`src/rtl/fpd_pkg.sv`:
```
// fpd_pkg: shared types, register indexes and reset defaults for the flight phase detector.
// No dependencies; imported by fpd_fuse, flight_phase_detector_top, fpd_phase_checker and tb_top.

package fpd_pkg;

	localparam int ALT_BITS_DEF   = 24;
	localparam int COUNT_BITS_DEF = 16;

	localparam int ALPHA_W = 17;
	localparam int RATE_W  = 16;
	localparam int DT_W    = 16;
	localparam int DIST_W  = 24;
	localparam int TICK_W  = 16;
	localparam int IDX_W   = 3;

	typedef enum logic [1:0] {
		MODE_IDLE   = 2'd0,
		MODE_SEEK   = 2'd1,
		MODE_SPIRAL = 2'd2,
		MODE_GROUND = 2'd3
	} mode_t;

	typedef enum logic [IDX_W-1:0] {
		REG_ALPHA      = 3'd0,
		REG_APO_FLOOR  = 3'd1,
		REG_GND_CEIL   = 3'd2,
		REG_DESC_RATE  = 3'd3,
		REG_STILL_BAND = 3'd4,
		REG_APO_LIMIT  = 3'd5,
		REG_GND_LIMIT  = 3'd6,
		REG_SPIRAL_RAD = 3'd7
	} reg_idx_t;

	localparam logic [ALPHA_W-1:0] ALPHA_RST      = 17'd3277;
	localparam logic [ALPHA_W-1:0] ALPHA_ONE      = 17'h10000;
	localparam logic [RATE_W-1:0]  DESC_RATE_RST  = 16'd120;
	localparam logic [RATE_W-1:0]  STILL_BAND_RST = 16'd30;
	localparam logic [RATE_W-1:0]  APO_LIMIT_RST  = 16'd200;
	localparam logic [RATE_W-1:0]  GND_LIMIT_RST  = 16'd300;
	localparam logic [RATE_W-1:0]  SPIRAL_RAD_RST = 16'd10;

endpackage

```
`src/rtl/fpd_fuse.sv`:
```
// fpd_fuse: complementary fusion of barometric and GPS altitude with a Q1.16 weight.
// Depends on fpd_pkg. Pure combinational, one multiplier.

module fpd_fuse #(
	parameter int ALT_BITS = fpd_pkg::ALT_BITS_DEF
) (
	input  logic signed [ALT_BITS-1:0]         baro_alt_cm,
	input  logic                               baro_ok,
	input  logic signed [ALT_BITS-1:0]         gps_alt_cm,
	input  logic                               gps_ok,
	input  logic        [fpd_pkg::ALPHA_W-1:0] alpha_q16,
	output logic signed [ALT_BITS-1:0]         fused_alt_cm,
	output logic                               fused_ok
);
	import fpd_pkg::*;

	localparam int DIFF_W = ALT_BITS + 1;
	localparam int PROD_W = DIFF_W + ALPHA_W + 1;
	localparam int SUM_W  = ALT_BITS + 2;

	logic        [ALPHA_W-1:0] alpha_sat;
	logic signed [DIFF_W-1:0]  diff;
	logic signed [PROD_W-1:0]  prod;
	logic signed [SUM_W-1:0]   blend;

	// baro*a + gps*(1-a) == gps + (baro-gps)*a; gps term is exact so floor applies to the product
	assign alpha_sat = alpha_q16[ALPHA_W-1] ? ALPHA_ONE : alpha_q16;
	assign diff      = DIFF_W'(baro_alt_cm) - DIFF_W'(gps_alt_cm);
	assign prod      = PROD_W'(diff) * signed'({1'b0, alpha_sat});
	assign blend     = SUM_W'(gps_alt_cm) + SUM_W'(prod >>> 16);

	always_comb begin
		fused_alt_cm = '0;
		if (baro_ok && gps_ok) begin
			fused_alt_cm = blend[ALT_BITS-1:0];
		end else if (baro_ok) begin
			fused_alt_cm = baro_alt_cm;
		end else if (gps_ok) begin
			fused_alt_cm = gps_alt_cm;
		end
	end

	assign fused_ok = baro_ok | gps_ok;

endmodule

```
`src/rtl/flight_phase_detector_top.sv`:
```
// Flight phase detector: an accepted input beat passes the input register, the fusion and rate
// products register, then the phase update into the output register, to become the result beat.
// Throughput one beat per clock while the output is not held; the phase state updates once per beat, so the only loop
// is the single-stage state update. Back pressure holds every stage in place.
// Reset (arst_n low) clears all valids, the phase state and the flight mode to idle,
// and loads the configuration registers with their defaults.

module flight_phase_detector_top #(
	parameter int ALT_BITS   = fpd_pkg::ALT_BITS_DEF,
	parameter int COUNT_BITS = fpd_pkg::COUNT_BITS_DEF
) (
	input  logic                             clk,
	input  logic                             arst_n,
	// cfg_wdata holds the widest register (altitude or alpha)
	input  logic                             cfg_wen,
	input  logic [fpd_pkg::IDX_W-1:0]        cfg_idx,
	input  logic [((ALT_BITS > 17) ? ALT_BITS : 17)-1:0] cfg_wdata,
	input  logic                             s_tvalid,
	output logic                             s_tready,
	// baro_alt_cm, baro_ok, gps_alt_cm, gps_ok, dt_ms, target_dist_m, zero pad
	input  logic [((2*ALT_BITS+42+7)/8)*8-1:0] s_tdata,
	output logic                             m_tvalid,
	input  logic                             m_tready,
	// fused_alt_cm, fused_ok, flight_mode, apogee_ticks, apogee_flag, ground_ticks, zero pad
	output logic [((ALT_BITS+36+7)/8)*8-1:0] m_tdata
);
	import fpd_pkg::*;

	localparam int CFG_W  = (ALT_BITS > 17) ? ALT_BITS : 17;
	localparam int IN_W   = ((2*ALT_BITS+42+7)/8)*8;
	localparam int OUT_W  = ((ALT_BITS+36+7)/8)*8;
	localparam int PROD_W = RATE_W + DT_W;
	localparam int DIFF_W = ALT_BITS + 1;
	localparam int CMP_W  = (ALT_BITS + 12 > PROD_W + 2) ? ALT_BITS + 12 : PROD_W + 2;
	localparam int CNT_W  = (COUNT_BITS > TICK_W) ? COUNT_BITS : TICK_W;
	localparam int OUT_PAD = OUT_W - (ALT_BITS + 36);

	// configuration
	logic        [ALPHA_W-1:0]  alpha_q;
	logic signed [ALT_BITS-1:0] apo_floor_q;
	logic signed [ALT_BITS-1:0] gnd_ceil_q;
	logic        [RATE_W-1:0]   desc_rate_q;
	logic        [RATE_W-1:0]   still_band_q;
	logic        [RATE_W-1:0]   apo_limit_q;
	logic        [RATE_W-1:0]   gnd_limit_q;
	logic        [RATE_W-1:0]   spiral_rad_q;

	always_ff @(posedge clk or negedge arst_n) begin
		if (!arst_n) begin
			alpha_q      <= ALPHA_RST;
			apo_floor_q  <= {1'b0, {(ALT_BITS-1){1'b1}}};
			gnd_ceil_q   <= {1'b1, {(ALT_BITS-1){1'b0}}};
			desc_rate_q  <= DESC_RATE_RST;
			still_band_q <= STILL_BAND_RST;
			apo_limit_q  <= APO_LIMIT_RST;
			gnd_limit_q  <= GND_LIMIT_RST;
			spiral_rad_q <= SPIRAL_RAD_RST;
		end else if (cfg_wen) begin
			case (reg_idx_t'(cfg_idx))
				REG_ALPHA:      alpha_q      <= cfg_wdata[ALPHA_W-1:0];
				REG_APO_FLOOR:  apo_floor_q  <= cfg_wdata[ALT_BITS-1:0];
				REG_GND_CEIL:   gnd_ceil_q   <= cfg_wdata[ALT_BITS-1:0];
				REG_DESC_RATE:  desc_rate_q  <= cfg_wdata[RATE_W-1:0];
				REG_STILL_BAND: still_band_q <= cfg_wdata[RATE_W-1:0];
				REG_APO_LIMIT:  apo_limit_q  <= cfg_wdata[RATE_W-1:0];
				REG_GND_LIMIT:  gnd_limit_q  <= cfg_wdata[RATE_W-1:0];
				REG_SPIRAL_RAD: spiral_rad_q <= cfg_wdata[RATE_W-1:0];
				default: ;
			endcase
		end
	end

	// pipeline control: each stage moves when the next one is empty or moving
	logic v_s1, v_s2;
	logic rdy_out, rdy_s2;

	assign rdy_out  = !m_tvalid || m_tready;
	assign rdy_s2   = !v_s2 || rdy_out;
	assign s_tready = !v_s1 || rdy_s2;

	always_ff @(posedge clk or negedge arst_n) begin
		if (!arst_n) begin
			v_s1     <= 1'b0;
			v_s2     <= 1'b0;
			m_tvalid <= 1'b0;
		end else begin
			if (s_tready) v_s1 <= s_tvalid;
			if (rdy_s2)   v_s2 <= v_s1;
			if (rdy_out)  m_tvalid <= v_s2;
		end
	end

	// stage 1: input register
	logic signed [ALT_BITS-1:0] baro_s1, gps_s1;
	logic                       baro_ok_s1, gps_ok_s1;
	logic        [DT_W-1:0]     dt_s1;
	logic        [DIST_W-1:0]   dist_s1;

	always_ff @(posedge clk) begin
		if (s_tready && s_tvalid) begin
			baro_s1    <= s_tdata[ALT_BITS-1:0];
			baro_ok_s1 <= s_tdata[ALT_BITS];
			gps_s1     <= s_tdata[2*ALT_BITS:ALT_BITS+1];
			gps_ok_s1  <= s_tdata[2*ALT_BITS+1];
			dt_s1      <= s_tdata[2*ALT_BITS+2 +: DT_W];
			dist_s1    <= s_tdata[2*ALT_BITS+2+DT_W +: DIST_W];
		end
	end

	logic signed [ALT_BITS-1:0] fused_c;
	logic                       fused_ok_c;

	fpd_fuse #(
		.ALT_BITS (ALT_BITS)
	) u_fuse (
		.baro_alt_cm  (baro_s1),
		.baro_ok      (baro_ok_s1),
		.gps_alt_cm   (gps_s1),
		.gps_ok       (gps_ok_s1),
		.alpha_q16    (alpha_q),
		.fused_alt_cm (fused_c),
		.fused_ok     (fused_ok_c)
	);

	// stage 2: fused altitude and the dt-scaled thresholds
	logic signed [ALT_BITS-1:0] fused_s2;
	logic                       fused_ok_s2, dt_nz_s2, near_s2;
	logic        [PROD_W-1:0]   desc_s2, band_s2;

	always_ff @(posedge clk) begin
		if (rdy_s2 && v_s1) begin
			fused_s2    <= fused_c;
			fused_ok_s2 <= fused_ok_c;
			dt_nz_s2    <= (dt_s1 != '0);
			near_s2     <= (dist_s1 < DIST_W'(spiral_rad_q));
			desc_s2     <= PROD_W'(desc_rate_q) * PROD_W'(dt_s1);
			band_s2     <= PROD_W'(still_band_q) * PROD_W'(dt_s1);
		end
	end

	// phase state
	logic signed [ALT_BITS-1:0]   last_alt_q;
	logic                         last_ok_q;
	logic        [COUNT_BITS-1:0] apo_cnt_q, gnd_cnt_q;
	logic                         apo_seen_q;
	mode_t                        mode_q;

	logic                         judged;
	logic signed [DIFF_W-1:0]     d;
	logic signed [CMP_W-1:0]      d_w, dv, desc_w, band_w;
	logic                         apo_hit, still_hit;
	logic        [COUNT_BITS-1:0] apo_nxt, gnd_nxt;
	logic                         seen_nxt;
	mode_t                        mode_nxt;

	assign judged = fused_ok_s2 && last_ok_q && dt_nz_s2;
	assign d      = DIFF_W'(fused_s2) - DIFF_W'(last_alt_q);
	assign d_w    = CMP_W'(d);
	// d * 1000 as 1024 - 16 - 8
	assign dv     = (d_w <<< 10) - (d_w <<< 4) - (d_w <<< 3);
	assign desc_w = signed'(CMP_W'(desc_s2));
	assign band_w = signed'(CMP_W'(band_s2));

	assign apo_hit   = judged && (dv <= -desc_w) && (fused_s2 > apo_floor_q);
	assign still_hit = judged && (dv < band_w) && (dv > -band_w) && (fused_s2 < gnd_ceil_q);

	always_comb begin
		apo_nxt = apo_cnt_q;
		if (apo_hit && apo_cnt_q != '1) apo_nxt = apo_cnt_q + 1'b1;
		seen_nxt = apo_seen_q || (CNT_W'(apo_nxt) >= CNT_W'(apo_limit_q));
		gnd_nxt  = gnd_cnt_q;
		mode_nxt = mode_q;
		if (seen_nxt) begin
			mode_nxt = near_s2 ? MODE_SPIRAL : MODE_SEEK;
			if (still_hit && gnd_cnt_q != '1) gnd_nxt = gnd_cnt_q + 1'b1;
			if (CNT_W'(gnd_nxt) >= CNT_W'(gnd_limit_q)) mode_nxt = MODE_GROUND;
		end
	end

	logic adv_s2;
	assign adv_s2 = v_s2 && rdy_out;

	always_ff @(posedge clk or negedge arst_n) begin
		if (!arst_n) begin
			last_alt_q <= '0;
			last_ok_q  <= 1'b0;
			apo_cnt_q  <= '0;
			gnd_cnt_q  <= '0;
			apo_seen_q <= 1'b0;
			mode_q     <= MODE_IDLE;
		end else if (adv_s2) begin
			if (fused_ok_s2) last_alt_q <= fused_s2;
			last_ok_q  <= fused_ok_s2;
			apo_cnt_q  <= apo_nxt;
			gnd_cnt_q  <= gnd_nxt;
			apo_seen_q <= seen_nxt;
			mode_q     <= mode_nxt;
		end
	end

	// output register
	logic [CNT_W-1:0] apo_ext, gnd_ext;
	assign apo_ext = CNT_W'(apo_nxt);
	assign gnd_ext = CNT_W'(gnd_nxt);

	always_ff @(posedge clk) begin
		if (adv_s2) begin
			m_tdata <= {{OUT_PAD{1'b0}}, gnd_ext[TICK_W-1:0], seen_nxt,
				apo_ext[TICK_W-1:0], mode_nxt, fused_ok_s2, fused_s2};
		end
	end

endmodule

```
`config.mk`:
```
export PLATFORM = sky130hd
export DESIGN_NAME = flight_phase_detector_top
export DESIGN_NICKNAME = d
export VERILOG_FILES = /design/src/rtl/fpd_pkg.sv /design/src/rtl/fpd_fuse.sv /design/src/rtl/flight_phase_detector_top.sv
export SDC_FILE = /design/constraint.sdc
export NUM_CORES = 2
export LEC_CHECK = 0
export CORE_ASPECT_RATIO = 0.5
export CORE_UTILIZATION = 40
export CTS_CLUSTER_DIAMETER = 60
export CTS_CLUSTER_SIZE = 24
export DETAILED_ROUTE_END_ITERATION = 6
export DONT_BUFFER_PORTS = 1
export PLACE_DENSITY = 0.52
export SLEW_MARGIN = 20
export SYNTH_ARGS = -nofsm -noshare
export SYNTH_HDL_FRONTEND = slang
export SYNTH_SLANG_ARGS = --single-unit
```
`constraint.sdc`:
```
create_clock -name clk -period 12.9 [get_ports clk]
set_clock_uncertainty 0.1 [all_clocks]
set_input_delay 3.225 -clock clk [delete_from_list [all_inputs] [get_ports clk]]
set_output_delay 3.225 -clock clk [all_outputs]
set_load 0.03 [all_outputs]
```
==> results by stage <==
Clock network:
- The clock tree from TritonCTS is yes.
- Counting every sink on the clock net gives 449.
- The cell at the root of the clock tree is sky130_fd_sc_hd__clkbuf_16.
- The worst-case clock buffer depth is 3.
- The insertion delay to the later sink of the worst-skew pair is 640 ps.
- The quantity of hold-fixing buffers added after cts is 0.
- The H-tree was split into 2 levels.
- The number of clock buffers added by TritonCTS is 34.
- The clock transition at the registers of the reported paths is 100 ps.

Critical path:
- The largest single stage delay on the critical path is 510 ps.
- Among the stages of the critical path, the cell type that occurs most often is sky130_fd_sc_hd__a21oi_1.
- In this run the critical register-to-register path is launched from fused_s2[1].
- Across all register-to-register paths, the minimum setup slack is 880 ps.
- STA classifies the critical path startpoint as a flip-flop.
- For the worst flop-to-flop path, the logic depth is 48.
- The worst path arrival time is 12270 ps.
- The critical path endpoint category is a flip-flop.
- The critical path data required time is 13150 ps.
- The critical path starts at fused_s2[1].
- By startpoint and endpoint, the worst setup path is classified as flip-flop to flip-flop.
- Along the worst path, the maximum fanout reaches 16.
- The endpoint of the worst register-to-register path is m_tdata[45].
- The slowest cell on the critical path is sky130_fd_sc_hd__edfxtp_1.

Placed design:
- The quantity of I/O buffers inserted on ports is 0.
- The routability-driven placement congestion ratio is 0.9049.
- The sum of net half-perimeters after detailed placement is 124.7 mm.

Finish:
- The layout cell share with drive strength beyond 1 is 6.716%.
- The number of nets in the finished design is 7470.
- The area growth from synthesis to layout is 6.289%.

Synthesis:
- For this run, the leading register cell type out of synthesis is sky130_fd_sc_hd__edfxtp_1.
- sky130_fd_sc_hd__inv_1 is the most common cell in the netlist.
- Yosys attributes the largest share of cell area to sky130_fd_sc_hd__fa_1 (28%), sky130_fd_sc_hd__ha_1 (13%), sky130_fd_sc_hd__edfxtp_1 (12%).
- In this run the mean area of a mapped cell was 9.629 µm².
- The part of the Yosys area used for sequential elements is 21.57%.
- The number of synthesized register bits is 449.
- Summed over all instances, the cell type with the most area after synthesis is sky130_fd_sc_hd__fa_1.
- The area share of the largest cell type after synthesis is 27.67%.
- The cell count after synthesis is 6019.
- The total of warnings raised by yosys is 0.
- The post-synthesis cell area is 57950 µm².
- The number of enable-type register cells in the synthesized netlist is 241.
- The commonest cells after synthesis are sky130_fd_sc_hd__inv_1 (1109), sky130_fd_sc_hd__fa_1 (801), sky130_fd_sc_hd__nand2_1 (770).
- The async set or reset register ratio after synthesis is 46.33%.
- Yosys mapped the design onto 94 distinct sky130hd cell types.

Global routing:
- The via count of the first global-routing pass is 43470.
- The global-route congestion overflow total is 0.
- For this run, the total global-route usage over all layers was measured as 22.12%.
- The initial antenna violation count was 10.
- The first-pass GRT wire length is 250.9 mm.
- The largest net degree at the start of global routing is 209.

Drt:
- Across all layers, the routed design uses 41010 vias.
- After detailed routing, the total wire length is 158.5 mm.
- The sum of met3 wire segment lengths after detailed routing is 8.996 mm.
- After detailed routing, the number of vias per cell comes to 5.208.
- The final antenna-violating net count is 0.
- For this block, wires on met1 add up to 72.07 mm.
- The average wire per cell in the routed design is 20.12 µm.
- The uppermost layer routed is met4.
- The routed design uses 72.53 mm of met2 wire.
- For this run, the detailed router's first-pass iteration total came to 7.
- In the routed design, unresolved DRC markers number 0.
- The number of design-rule violations left by the first detailed-router iteration is 2527.

STA:
- The total count of hold-check failures in the final report is 0.
- The max-slew violation count is 0.
- Setup violations remaining at the end of the flow were counted as 0.
- Adding up every negative setup slack in the final design gives 0 ps.
- The final critical delay including setup and external delays is 12020 ps.
- Setup repair after global routing left no endpoint under its margin.
- After layout, the worst path uses 93.14% of the clock period.
- For the pin with the worst max-slew slack, the measured transition is 1087 ps.
- The headroom to the max-slew limit is 27.29%.
- The upper clock frequency limit is 83.23 MHz.

Worst hold path:
- The path with the worst hold slack has its endpoint at last_ok_q.
- The startpoint of the tightest hold check path is last_ok_q.
- The worst hold path was traced through 2 stages.
- The worst hold path belongs to the class flip-flop to flip-flop.

Floorplanning:
- The die height is 271.2 µm.
- The row count is 98.
- Measured along the x axis, the die boundary spans 540.3 µm.
- The floorplan step defined a core boundary enclosing 143300 µm².
- The floorplan step defined a die boundary enclosing 146500 µm².
- 194 I/O pins were placed.
- The initial standard-cell utilization of the core is 40.43%.

Run status:
- The run finished with clean final reports.

Flow run:
- The count of maximum capacitance violations is 0.
==> worst max path at each step <==
| stage | slack [ps] | cells past startpoint | end |
|---|---|---|---|
| floorplan | 2380 | 42 | fused_s2[22] |
| global placement | 390 | 49 | m_tdata[45] |
| detailed placement | 420 | 49 | m_tdata[45] |
| CTS | 280 | 49 | m_tdata[45] |
| global route | 90 | 48 | m_tdata[26] |
| finish | 880 | 48 | m_tdata[45] |
==> logic make-up (layout without fill, tap and decap cells) <==
group	Yosys count	count (layout)	share of synthesized area (%)
AO/OA/AOI/OAI	687	687	7.759
XOR/XNOR	292	292	4.426
adder cells (fa/ha/maj)	1399	1399	40.57
buffers and inverters	1323	1272	8.625
flip-flops	449	449	21.57
multiplexers	140	140	2.705
other	1	8	0.006471
AND/OR/NAND/NOR	1728	1728	14.33
==> area by class of cell <==
type                            count  area, µm²
Antenna cell                        4      10.01
Clock buffer                       40      894.6
Clock inverter                     22      312.8
Fill cell                       13870      81740
Inverter                         1109       4163
Multi-Input combinational cell   4250      40580
Sequential cell                   449      12500
Tap cell                         1900       2377
Timing Repair Buffer              101      758.2
==> critical path: cells and delay by family (launching register included) <==
kind / cells / cell delay [ps]
DFF: 1 / 510
muxes: 2 / 770
adders and majority gates: 5 / 1800
and+or+nand+nor: 12 / 2540
buffers and inverters: 1 / 130
xor gates and xnor gates: 3 / 960
AOI/OAI and AO/OA: 25 / 4920
==> flip-flops by register name, summed over array words and instances, names as in the netlist, 17 cells and up <==
name and cells:
band_s2 32, last_alt_q 24, desc_s2 32, apo_floor_q 24, gnd_ceil_q 24, fused_s2 24
alpha_q 17, m_tdata 60, baro_s1 24, dist_s1 24, gps_s1 24
==> metrics by stage <==
stage	setup slack, ps	hold WS (ps)	cells	instance area (µm²)	utilization (%)
floorplan	2379	340.6	6022	57970	-
global placement	394.1	363.1	7809	60340	42.09
detailed placement	421.6	363.3	7809	60340	42.10
CTS	284.1	387.6	7871	61550	42.94
global route	93.22	420.6	7873	61590	42.97
finish	884.4	381.1	7875	61600	42.97
==> cell usage in the layout (no fill, tap or decap), types with 48 or more instances in the layout <==
cell | netlist | routed
sky130_fd_sc_hd__a21o_1 | 117 | 117
sky130_fd_sc_hd__a21oi_1 | 170 | 170
sky130_fd_sc_hd__and2_1 | 256 | 254
sky130_fd_sc_hd__buf_4 | 5 | 101
sky130_fd_sc_hd__dfrtp_1 | 160 | 160
sky130_fd_sc_hd__dfstp_2 | 48 | 48
sky130_fd_sc_hd__edfxtp_1 | 241 | 241
sky130_fd_sc_hd__fa_1 | 801 | 801
sky130_fd_sc_hd__ha_1 | 596 | 596
sky130_fd_sc_hd__inv_1 | 1109 | 1108
sky130_fd_sc_hd__mux2_2 | 129 | 129
sky130_fd_sc_hd__nand2_1 | 770 | 769
sky130_fd_sc_hd__nand2b_1 | 56 | 56
sky130_fd_sc_hd__nand3_1 | 81 | 81
sky130_fd_sc_hd__nor2_1 | 231 | 230
sky130_fd_sc_hd__nor2b_1 | 83 | 74
sky130_fd_sc_hd__nor3_1 | 60 | 58
sky130_fd_sc_hd__o21ai_0 | 159 | 158
sky130_fd_sc_hd__xnor2_1 | 221 | 217
sky130_fd_sc_hd__xor2_1 | 70 | 70
==> per-layer routing <==
| metal | GRT usage [%] | vias up |
|---|---|---|
| met5 | 0 | - |
| met1 | 30.14 | 20850 |
| met2 | 36.30 | 933 |
| met4 | 6.221 | 0 |
| li1 | - | 19030 |
| met3 | 3.744 | 198 |
==> timing repair <==
item,CTS,global route
buffers inserted,0,0
setup endpoints to repair,0,36
resized for setup,0,7
endpoints found under the hold margin,0,0
Power is left out: the tool's default activity adds up to more than one toggle a clock period on the data nets, which glitch-free logic cannot reach.
